`src/sv/ohp_pkg.sv`:
```
// Shared types and constants of the on-CPU time log2 histogram block.
package ohp_pkg;

  localparam int unsigned IN_DATA_W  = 168;
  localparam int unsigned OUT_DATA_W = 64;
  localparam int unsigned ID_W       = 15;
  localparam int unsigned NOW_W      = 64;
  localparam int unsigned CNT_W      = 32;
  localparam int unsigned SLOT_FW    = 4;
  localparam int unsigned BIN_FW     = 5;
  localparam int unsigned STAT_W     = 2;

  // Lowest elapsed time, in nanoseconds, that lands in bin one.
  localparam logic [NOW_W:0] FIRST_THRESHOLD = 65'd2000000;

  localparam logic [STAT_W-1:0] ST_NONE = 2'd0;
  localparam logic [STAT_W-1:0] ST_INC  = 2'd1;
  localparam logic [STAT_W-1:0] ST_FULL = 2'd2;
  localparam logic [STAT_W-1:0] ST_READ = 2'd3;

  localparam logic KIND_SWITCH = 1'b0;
  localparam logic KIND_READ   = 1'b1;

  typedef enum logic [2:0] {
    S_CLEAR,
    S_IDLE,
    S_LOOKUP,
    S_LOG,
    S_BRD,
    S_INC,
    S_EMIT
  } state_t;

  typedef struct packed {
    logic idle;
    logic clear;
    logic accept;
    logic lookup;
    logic step;
    logic brd;
    logic inc;
    logic emit;
  } cmd_t;

  typedef struct packed {
    logic clr_done;
    logic is_read;
    logic record;
    logic full;
    logic log_more;
    logic out_free;
  } sts_t;

endpackage

```
`src/sv/ohp_ctrl.sv`:
```
// Sequencer of the histogram block: clearing pass, lookup, log search and update.
module ohp_ctrl
  import ohp_pkg::*;
(
  input  logic clk,
  input  logic rst,
  input  logic s_tvalid,
  input  sts_t sts,
  output cmd_t cmd
);

  state_t state, state_next;

  always_ff @(posedge clk) begin
    if (rst) begin
      state <= S_CLEAR;
    end else begin
      state <= state_next;
    end
  end

  always_comb begin
    state_next = state;
    unique case (state)
      S_CLEAR:  if (sts.clr_done) state_next = S_IDLE;
      S_IDLE:   if (s_tvalid) state_next = S_LOOKUP;
      S_LOOKUP: begin
        if (sts.is_read || !sts.record || sts.full) begin
          state_next = S_EMIT;
        end else begin
          state_next = S_LOG;
        end
      end
      S_LOG:    if (!sts.log_more) state_next = S_BRD;
      S_BRD:    state_next = S_INC;
      S_INC:    state_next = S_EMIT;
      S_EMIT:   if (sts.out_free) state_next = S_IDLE;
      default:  state_next = S_CLEAR;
    endcase
  end

  always_comb begin
    cmd        = '0;
    cmd.idle   = (state == S_IDLE);
    cmd.clear  = (state == S_CLEAR);
    cmd.accept = (state == S_IDLE) && s_tvalid;
    cmd.lookup = (state == S_LOOKUP);
    cmd.step   = (state == S_LOG);
    cmd.brd    = (state == S_BRD);
    cmd.inc    = (state == S_INC);
    cmd.emit   = (state == S_EMIT);
  end

endmodule

```
`config.mk`:
```
export PLATFORM = sky130hd
export DESIGN_NAME = ohp_ctrl
export DESIGN_NICKNAME = d
export VERILOG_FILES = /design/src/sv/ohp_pkg.sv /design/src/sv/ohp_ctrl.sv
export SDC_FILE = /design/constraint.sdc
export NUM_CORES = 1
export LEC_CHECK = 0
export BUFFER_PORTS_ARGS = -buffer_cell sky130_fd_sc_hd__buf_2
export CORE_AREA = 2 2 39 41
export CTS_CLUSTER_DIAMETER = 40
export DETAILED_ROUTE_END_ITERATION = 10
export DIE_AREA = 0 0 41 43
export PLACE_DENSITY_LB_ADDON = 0.2
export SYNTH_ARGS = -nofsm -noshare
export SYNTH_HDL_FRONTEND = slang
export SYNTH_SLANG_ARGS = --single-unit
```
`constraint.sdc`:
```
create_clock -name clk -period 1.2 [get_ports clk]
set_input_delay 0.06 -clock clk [delete_from_list [all_inputs] [get_ports clk]]
set_output_delay 0.06 -clock clk [all_outputs]
set_load 0.02 [all_outputs]
```
==> results of run 1 <==
[cells in the final DEF (no fill, tap or decap)]
| cell type | instances |
|---|---|
| a211oi_1 | 1 |
| a21oi_1 | 2 |
| and2_4 | 1 |
| and3_2 | 3 |
| buf_2 | 15 |
| buf_4 | 4 |
| buf_6 | 3 |
| clkbuf_1 | 1 |
| clkbuf_4 | 3 |
| dfxtp_2 | 1 |
| dfxtp_4 | 2 |
| dlygate4sd3_1 | 1 |
| inv_1 | 2 |
| inv_2 | 1 |
| nand2_1 | 1 |
| nand2b_1 | 1 |
| nor2_1 | 3 |
| nor3_1 | 1 |
| nor3_4 | 1 |
| nor4b_2 | 1 |
| o211ai_1 | 3 |
| o21ai_0 | 2 |
| o221a_2 | 1 |
| o22ai_1 | 1 |
| or3_1 | 2 |
[timing repair]
| action | CTS | global route |
|---|---|---|
| buffers inserted | 3 | 0 |
| endpoints found under the setup margin | 6 | 2 |
| hold endpoints to repair | 1 | 0 |
| hold buffers | 1 | 0 |
| pin swaps | 2 | 3 |
| resized for setup | 9 | 1 |
[power by group through the flow]
stage	Sequential (uW)	Clock (uW)	Combinational, uW
after floorplan	132	0	152
after global placement	147	0	227
after detailed placement	145	0	224
after CTS	141	187	266
after global routing	144	193	293
final	141	179	271
[critical path: stages (launching register included)]
cell	delay (ps)
dfxtp_4	340
buf_6	120
nor3_4	180
and2_4	160
buf_6	100
[synth_stat cells (all sizes together)]
cell type,instances
o22ai,1
inv,3
nand2,1
o211ai,3
nor4b,1
nor2,3
and3,3
and2,1
nand2b,1
dfxtp,3
o221a,1
nor3,2
a21oi,2
a211oi,1
buf,1
o21ai,2
or3,2
clkbuf,1
[layout make-up]
type / instances / area (sq um)
clock buffer: 4 / 26.3
multi-input combinational: 24 / 169
sequential: 3 / 68.8
tap: 16 / 20.0
timing repair buffer: 23 / 149
fill: 149 / 940
inverter: 3 / 11.3
[logic make-up (layout without fill, tap and decap cells)]
kind of cell    after synthesis  in the layout  synth area share [%]
simple gates                 14             14                  37.2
buf+inv                       5             30                  8.51
compound gates               10             10                  28.7
flops                         3              3                  25.5
[stage by stage]
stage                     util (%)  area (sq um)  instances
final                         32.1           444         73
after global routing          32.1           444         73
after CTS                     31.9           442         73
after detailed placement      26.0           360         65
after global placement        26.0           360         65
after floorplan                  -           246         32
[routing by layer]
metal | GRT usage [%] | share of wire, % | up-vias
met5 | 0 | 0 | -
met4 | 10.0 | 1.8 | 0
met3 | 3.14 | 7.6 | 2
met2 | 13.8 | 45 | 17
met1 | 15.4 | 45 | 148
li1 | - | - | 168
[how the worst max path moves through the flow]
stage | start | end | slack (ps)
2_1_floorplan | state[2] | state[2] | 50
3_3_place_gp | state[0] | state[2] | 50
3_5_place_dp | state[0] | state[2] | 50
4_1_cts | state[1] | cmd[5] | -10
5_1_grt | state[2] | cmd[5] | -50
6_report | state[2] | cmd[5] | 4
==> key figures, run 1 <==
Outcome
  – Status: finished clean

STA
  – FMAX: 836 MHz
  – Fin worst setup slack: 4.36 ps
  – Slew Limit Headroom: 81.6%
  – Final Setup Violations: 0
  – Post-layout min period: 1200 ps
  – Setup TNS: 0 ps
  – Fin. Hold Viols: 0
  – Hold slack: 156 ps
  – Max-slew violations: 0
  – Clk_skew: 0.581 ps
  – Slew @ Worst Pin: 275 ps
  – Unrepaired setup endpoints after global routing: yes
  – Final period utilization: 99.6%

Synth
  – Yosys cell types: 19
  – Top-area cell type share of the netlist area: 25.5%
  – Area leader, netlist: dfxtp_1
  – Post-Syn Area: 235 sq um
  – Register bit total from synthesis: 3
  – Synth Net Count: 41
  – Post-Syn Instances: 32
  – Top cells by area, synth: dfxtp_1, and3_2, o211ai_1, nor4b_2, or3_1
  – Sequential share of the synthesized area: 25.5%
  – Mean Syn Cell Area: 7.35 sq um
  – Yosys warning count: 0

Route
  – Via count: 335
  – Drt pass-1 iters: 4
  – Final Routed Wirelength: 774 um
  – Initial DRC Count: 3
  – Remaining DRCs: 0
  – ANT nets after route: 0
  – DR WL/cell: 10.6 um
  – DR vias/cell: 4.59

Clock tree
  – TritonCTS Sinks: 3
  – Total CTS buffers: 3
  – TritonCTS clock tree: done
  – Worst-Skew Late Latency: 230 ps
  – Clk buf depth: 2
  – CTS clk-pin slew, worst paths: 40 ps
  – # H-tree levels: 1
  – CTS Root Cell: clkbuf_4

Min path
  – Worst hold path type: in2reg
  – Hold EP: state[1]
  – Hold path startpoint: s_tvalid
  – Hold Path Depth: 3

Power and ir drop
  – Sw Share: 37.3%
  – Total power: 590 uW
  – Maximum vdd ir drop: 518 uV
  – Internal power: 370 uW
  – Pleak: 0.000216 uW
  – Clock power frac: 30.3%
  – Net Sw Power: 220 uW
  – Combinational power share: 45.9%
  – Power per cell area: 1330 nW/um^2
  – Flop pwr share: 23.9%

Global route
  – GRT Residual Overflow: 0
  – First-pass GRT wire length: 1.29 mm
  – GRT Total Usage: 11.3%
  – Vias in the first global route: 309
  – Largest net degree at the start of global routing: 8
  – Initial antenna violation count: 0

Layout
  – Area Growth Syn to Fin: 88.8%
  – ANT cells: 0
  – Max reg flops: 3
  – Share of layout cells above drive strength 1: 63.2%
  – Fin nets: 67
  – Biggest register: state
  – Top flop regs: state: 3 flops

Worst setup path
  – Critical path class: reg2out
  – CP required: 1140 ps
  – Reg-to-reg endpoint: state[0]
  – Worst endpoint data arrival time: 1140 ps
  – Crit path launch type: flip-flop
  – R2R Setup Slk: 40 ps
  – R2r startpoint: state[2]
  – CP endpoint kind: primary output
  – Crit path max fanout: 5
  – Reg2reg path depth: 4

Floorplan
  – Starting Density: 17.0%
  – Core Area: 1380 sq um
  – Die ar.: 1760 sq um
  – IO Pins: 17
  – Cell row count: 14
  – Die W: 41 um
  – Die Span Y: 43 um

Placed design
  – Buffers added on ports: 16
  – Placer Congestion: 0.702
  – Pre-CTS WS: 49.0 ps
  – Post-DP HPWL: 550 um

Flow run
  – # Max-Cap Violations: 0
Note: power is estimated with default switching activity, not from simulation.
==> run 2: changes to the inputs <==
--- a/config.mk
+++ b/config.mk
@@ -10,7 +10,8 @@
 export CTS_CLUSTER_DIAMETER = 40
 export DETAILED_ROUTE_END_ITERATION = 10
 export DIE_AREA = 0 0 41 43
-export PLACE_DENSITY_LB_ADDON = 0.2
+export PLACE_DENSITY = 0.41
+export SKIP_LAST_GASP = 1
 export SYNTH_ARGS = -nofsm -noshare
 export SYNTH_HDL_FRONTEND = slang
 export SYNTH_SLANG_ARGS = --single-unit
==> key figures, run 2 (same netlist as run 1, synthesis figures left out) <==
Outcome
  – Status: finished with violations (was finished clean)
  – Failing checks: setup timing

Floorplan
  – Die ar.: 1760 sq um (unchanged)
  – Die W: 41 um (unchanged)
  – Starting Density: 17.0% (unchanged)
  – Cell row count: 14 (unchanged)
  – Core Area: 1380 sq um (unchanged)
  – IO Pins: 17 (unchanged)
  – Die Span Y: 43 um (unchanged)

Route
  – Final Routed Wirelength: 818 um (was 774 um)
  – Via count: 346 (was 335)
  – DR WL/cell: 10.9 um (was 10.6 um)
  – Remaining DRCs: 0 (unchanged)
  – Drt pass-1 iters: 2 (was 4)
  – ANT nets after route: 0 (unchanged)
  – Initial DRC Count: 3 (unchanged)
  – DR vias/cell: 4.61 (was 4.59)

Global route
  – GRT Residual Overflow: 0 (unchanged)
  – First-pass GRT wire length: 1.28 mm (was 1.29 mm)
  – Initial antenna violation count: 0 (unchanged)
  – GRT Total Usage: 11.4% (was 11.3%)
  – Largest net degree at the start of global routing: 8 (unchanged)
  – Vias in the first global route: 313 (was 309)

Placed design
  – Buffers added on ports: 16 (unchanged)
  – Post-DP HPWL: 583 um (was 550 um)
  – Placed cells: 66 (was 65)
  – Placer Congestion: 0.689 (was 0.702)

Worst setup path
  – Critical path origin: state[2] (unchanged)
  – CP endpoint kind: primary output (unchanged)
  – Worst endpoint data arrival time: 1150 ps (was 1140 ps)
  – R2R Setup Slk: 30 ps (was 40 ps)
  – Crit path launch type: flip-flop (unchanged)
  – CP required: 1140 ps (about the same)
  – R2r startpoint: state[2] (unchanged)
  – Critical path class: reg2out (unchanged)
  – Reg2reg path depth: 4 (unchanged)
  – Reg-to-reg endpoint: state[0] (unchanged)
  – Crit path max fanout: 5 (unchanged)

Power and ir drop
  – Maximum vdd ir drop: 458 uV (was 518 uV)
  – Pleak: 0.000233 uW (was 0.000216 uW)
  – Power per cell area: 1320 nW/um^2 (was 1330 nW/um^2)

Clock tree
  – Worst-Skew Late Latency: 240 ps (was 230 ps)
  – CTS clk-pin slew, worst paths: 40 ps (about the same)
  – # H-tree levels: 1 (unchanged)
  – CTS Root Cell: clkbuf_4 (unchanged)
  – TritonCTS Sinks: 3 (unchanged)
  – Clk buf depth: 2 (unchanged)
  – Total CTS buffers: 3 (unchanged)
  – TritonCTS clock tree: done (unchanged)

STA
  – Fin worst setup slack: -7.35 ps (was 4.36 ps)
  – Final period utilization: 101% (was 99.6%)
  – Fin. Hold Viols: 0 (unchanged)
  – Max-slew violations: 0 (unchanged)
  – Post-layout min period: 1210 ps (was 1200 ps)
  – Clk_skew: 4.20 ps (was 0.581 ps)
  – Slew @ Worst Pin: 272 ps (was 275 ps)
  – FMAX: 828 MHz (was 836 MHz)
  – Final Setup Violations: 1 (was 0)
  – Unrepaired setup endpoints after global routing: yes (unchanged)
  – Slew Limit Headroom: 81.7% (was 81.6%)
  – Hold slack: 153 ps (was 156 ps)

Layout
  – Non-Filler Instances: 75 (was 73)
  – Fin nets: 69 (was 67)
  – ANT cells: 0 (unchanged)
  – Biggest register: state (unchanged)
  – # fillers: 148 (was 149)
  – Share of layout cells above drive strength 1: 74.6% (was 63.2%)
  – Area Growth Syn to Fin: 112% (was 88.8%)
  – Top flop regs: state: 3 flops (unchanged)
  – Most common cell after layout, fill and taps aside: buf_2 (unchanged)
  – Most frequent cells in the layout: buf_2, buf_4 (unchanged)
  – Seq. cell area: 67.6 sq um (was 68.8 sq um)
  – Max reg flops: 3 (unchanged)
  – Multi-input gate area: 201 sq um (was 169 sq um)

Min path
  – Worst hold path type: in2reg (unchanged)
  – Hold Path Depth: 3 (unchanged)
  – Hold path startpoint: s_tvalid (unchanged)
  – Hold EP: state[1] (unchanged)

Flow run
  – # Max-Cap Violations: 0 (unchanged)
==> run 2: cell types whose count changed in the layout (fill, tap and decap cells not counted), moves of 2 or more <==
cell / change
buf_2: -3
buf_4: +5
nor2_1: -2
nor2_2: +2
==> run 2: final cells by class <==
class                           instances  area share, %
Clock buffer                            4           5.28
Inverter                                3           2.26
Multi-Input combinational cell         24           40.5
Sequential cell                         3           13.6
Tap cell                               16           4.02
Timing Repair Buffer                   25           34.4
==> run 2: timing repair <==
item	in CTS	in global routing
pin swaps	3	4
hold buffers	1	0
gates resized for setup	10	10
setup endpoints to repair	4	5
endpoints found under the hold margin	1	0
gates cloned	0	0
buffers inserted	4	0
==> run 2: worst max-delay path by stage <==
stage                to  depth (start not counted)  slack (ps)
2_1_floorplan  state[2]                          3          50
3_3_place_gp   state[0]                          3         100
3_5_place_dp   state[2]                          3         100
4_1_cts          cmd[5]                          4         -20
5_1_grt          cmd[5]                          4         -40
6_report         cmd[5]                          4          -7
==> run 2: metrics by stage <==
stage | area [sq um] | power [uW] | util, % | setup TNS, ps | setup slack, ps
finish | 498 | 656 | 36.0 | -7.35 | -7.35
global route | 498 | 697 | 36.0 | -85.7 | -40.6
CTS | 460 | 620 | 33.3 | -44.4 | -17.9
detailed placement | 368 | 380 | 26.6 | 0 | 104
global placement | 368 | 385 | 26.6 | 0 | 104
floorplan | 246 | 283 | - | 0 | 55.0
==> run 2: worst max-delay path, cell delays in order (launching register included) <==
cell and delay, ps:
dfxtp_4 350, buf_6 120, nor3_4 170, and2_4 160, buf_6 100
==> run 2: metal layers <==
| layer | vias up | share of wire [%] | global-route usage, % | wire [um] |
|---|---|---|---|---|
| li1 | 175 | - | - | - |
| met1 | 152 | 44 | 13.2 | 360 |
| met2 | 14 | 45 | 16.3 | 368 |
| met3 | 5 | 7.7 | 4.71 | 63 |
| met4 | 0 | 3.1 | 8.00 | 25 |
| met5 | - | 0 | 0 | 0 |
==> run 2: power breakdown <==
group | switching [uW] | internal, uW | leakage, uW | total [uW]
Sequential | 21.7 | 118 | 0.0000261 | 140
Clock | 62.8 | 125 | 0.0000150 | 188
Combinational | 163 | 165 | 0.000192 | 328
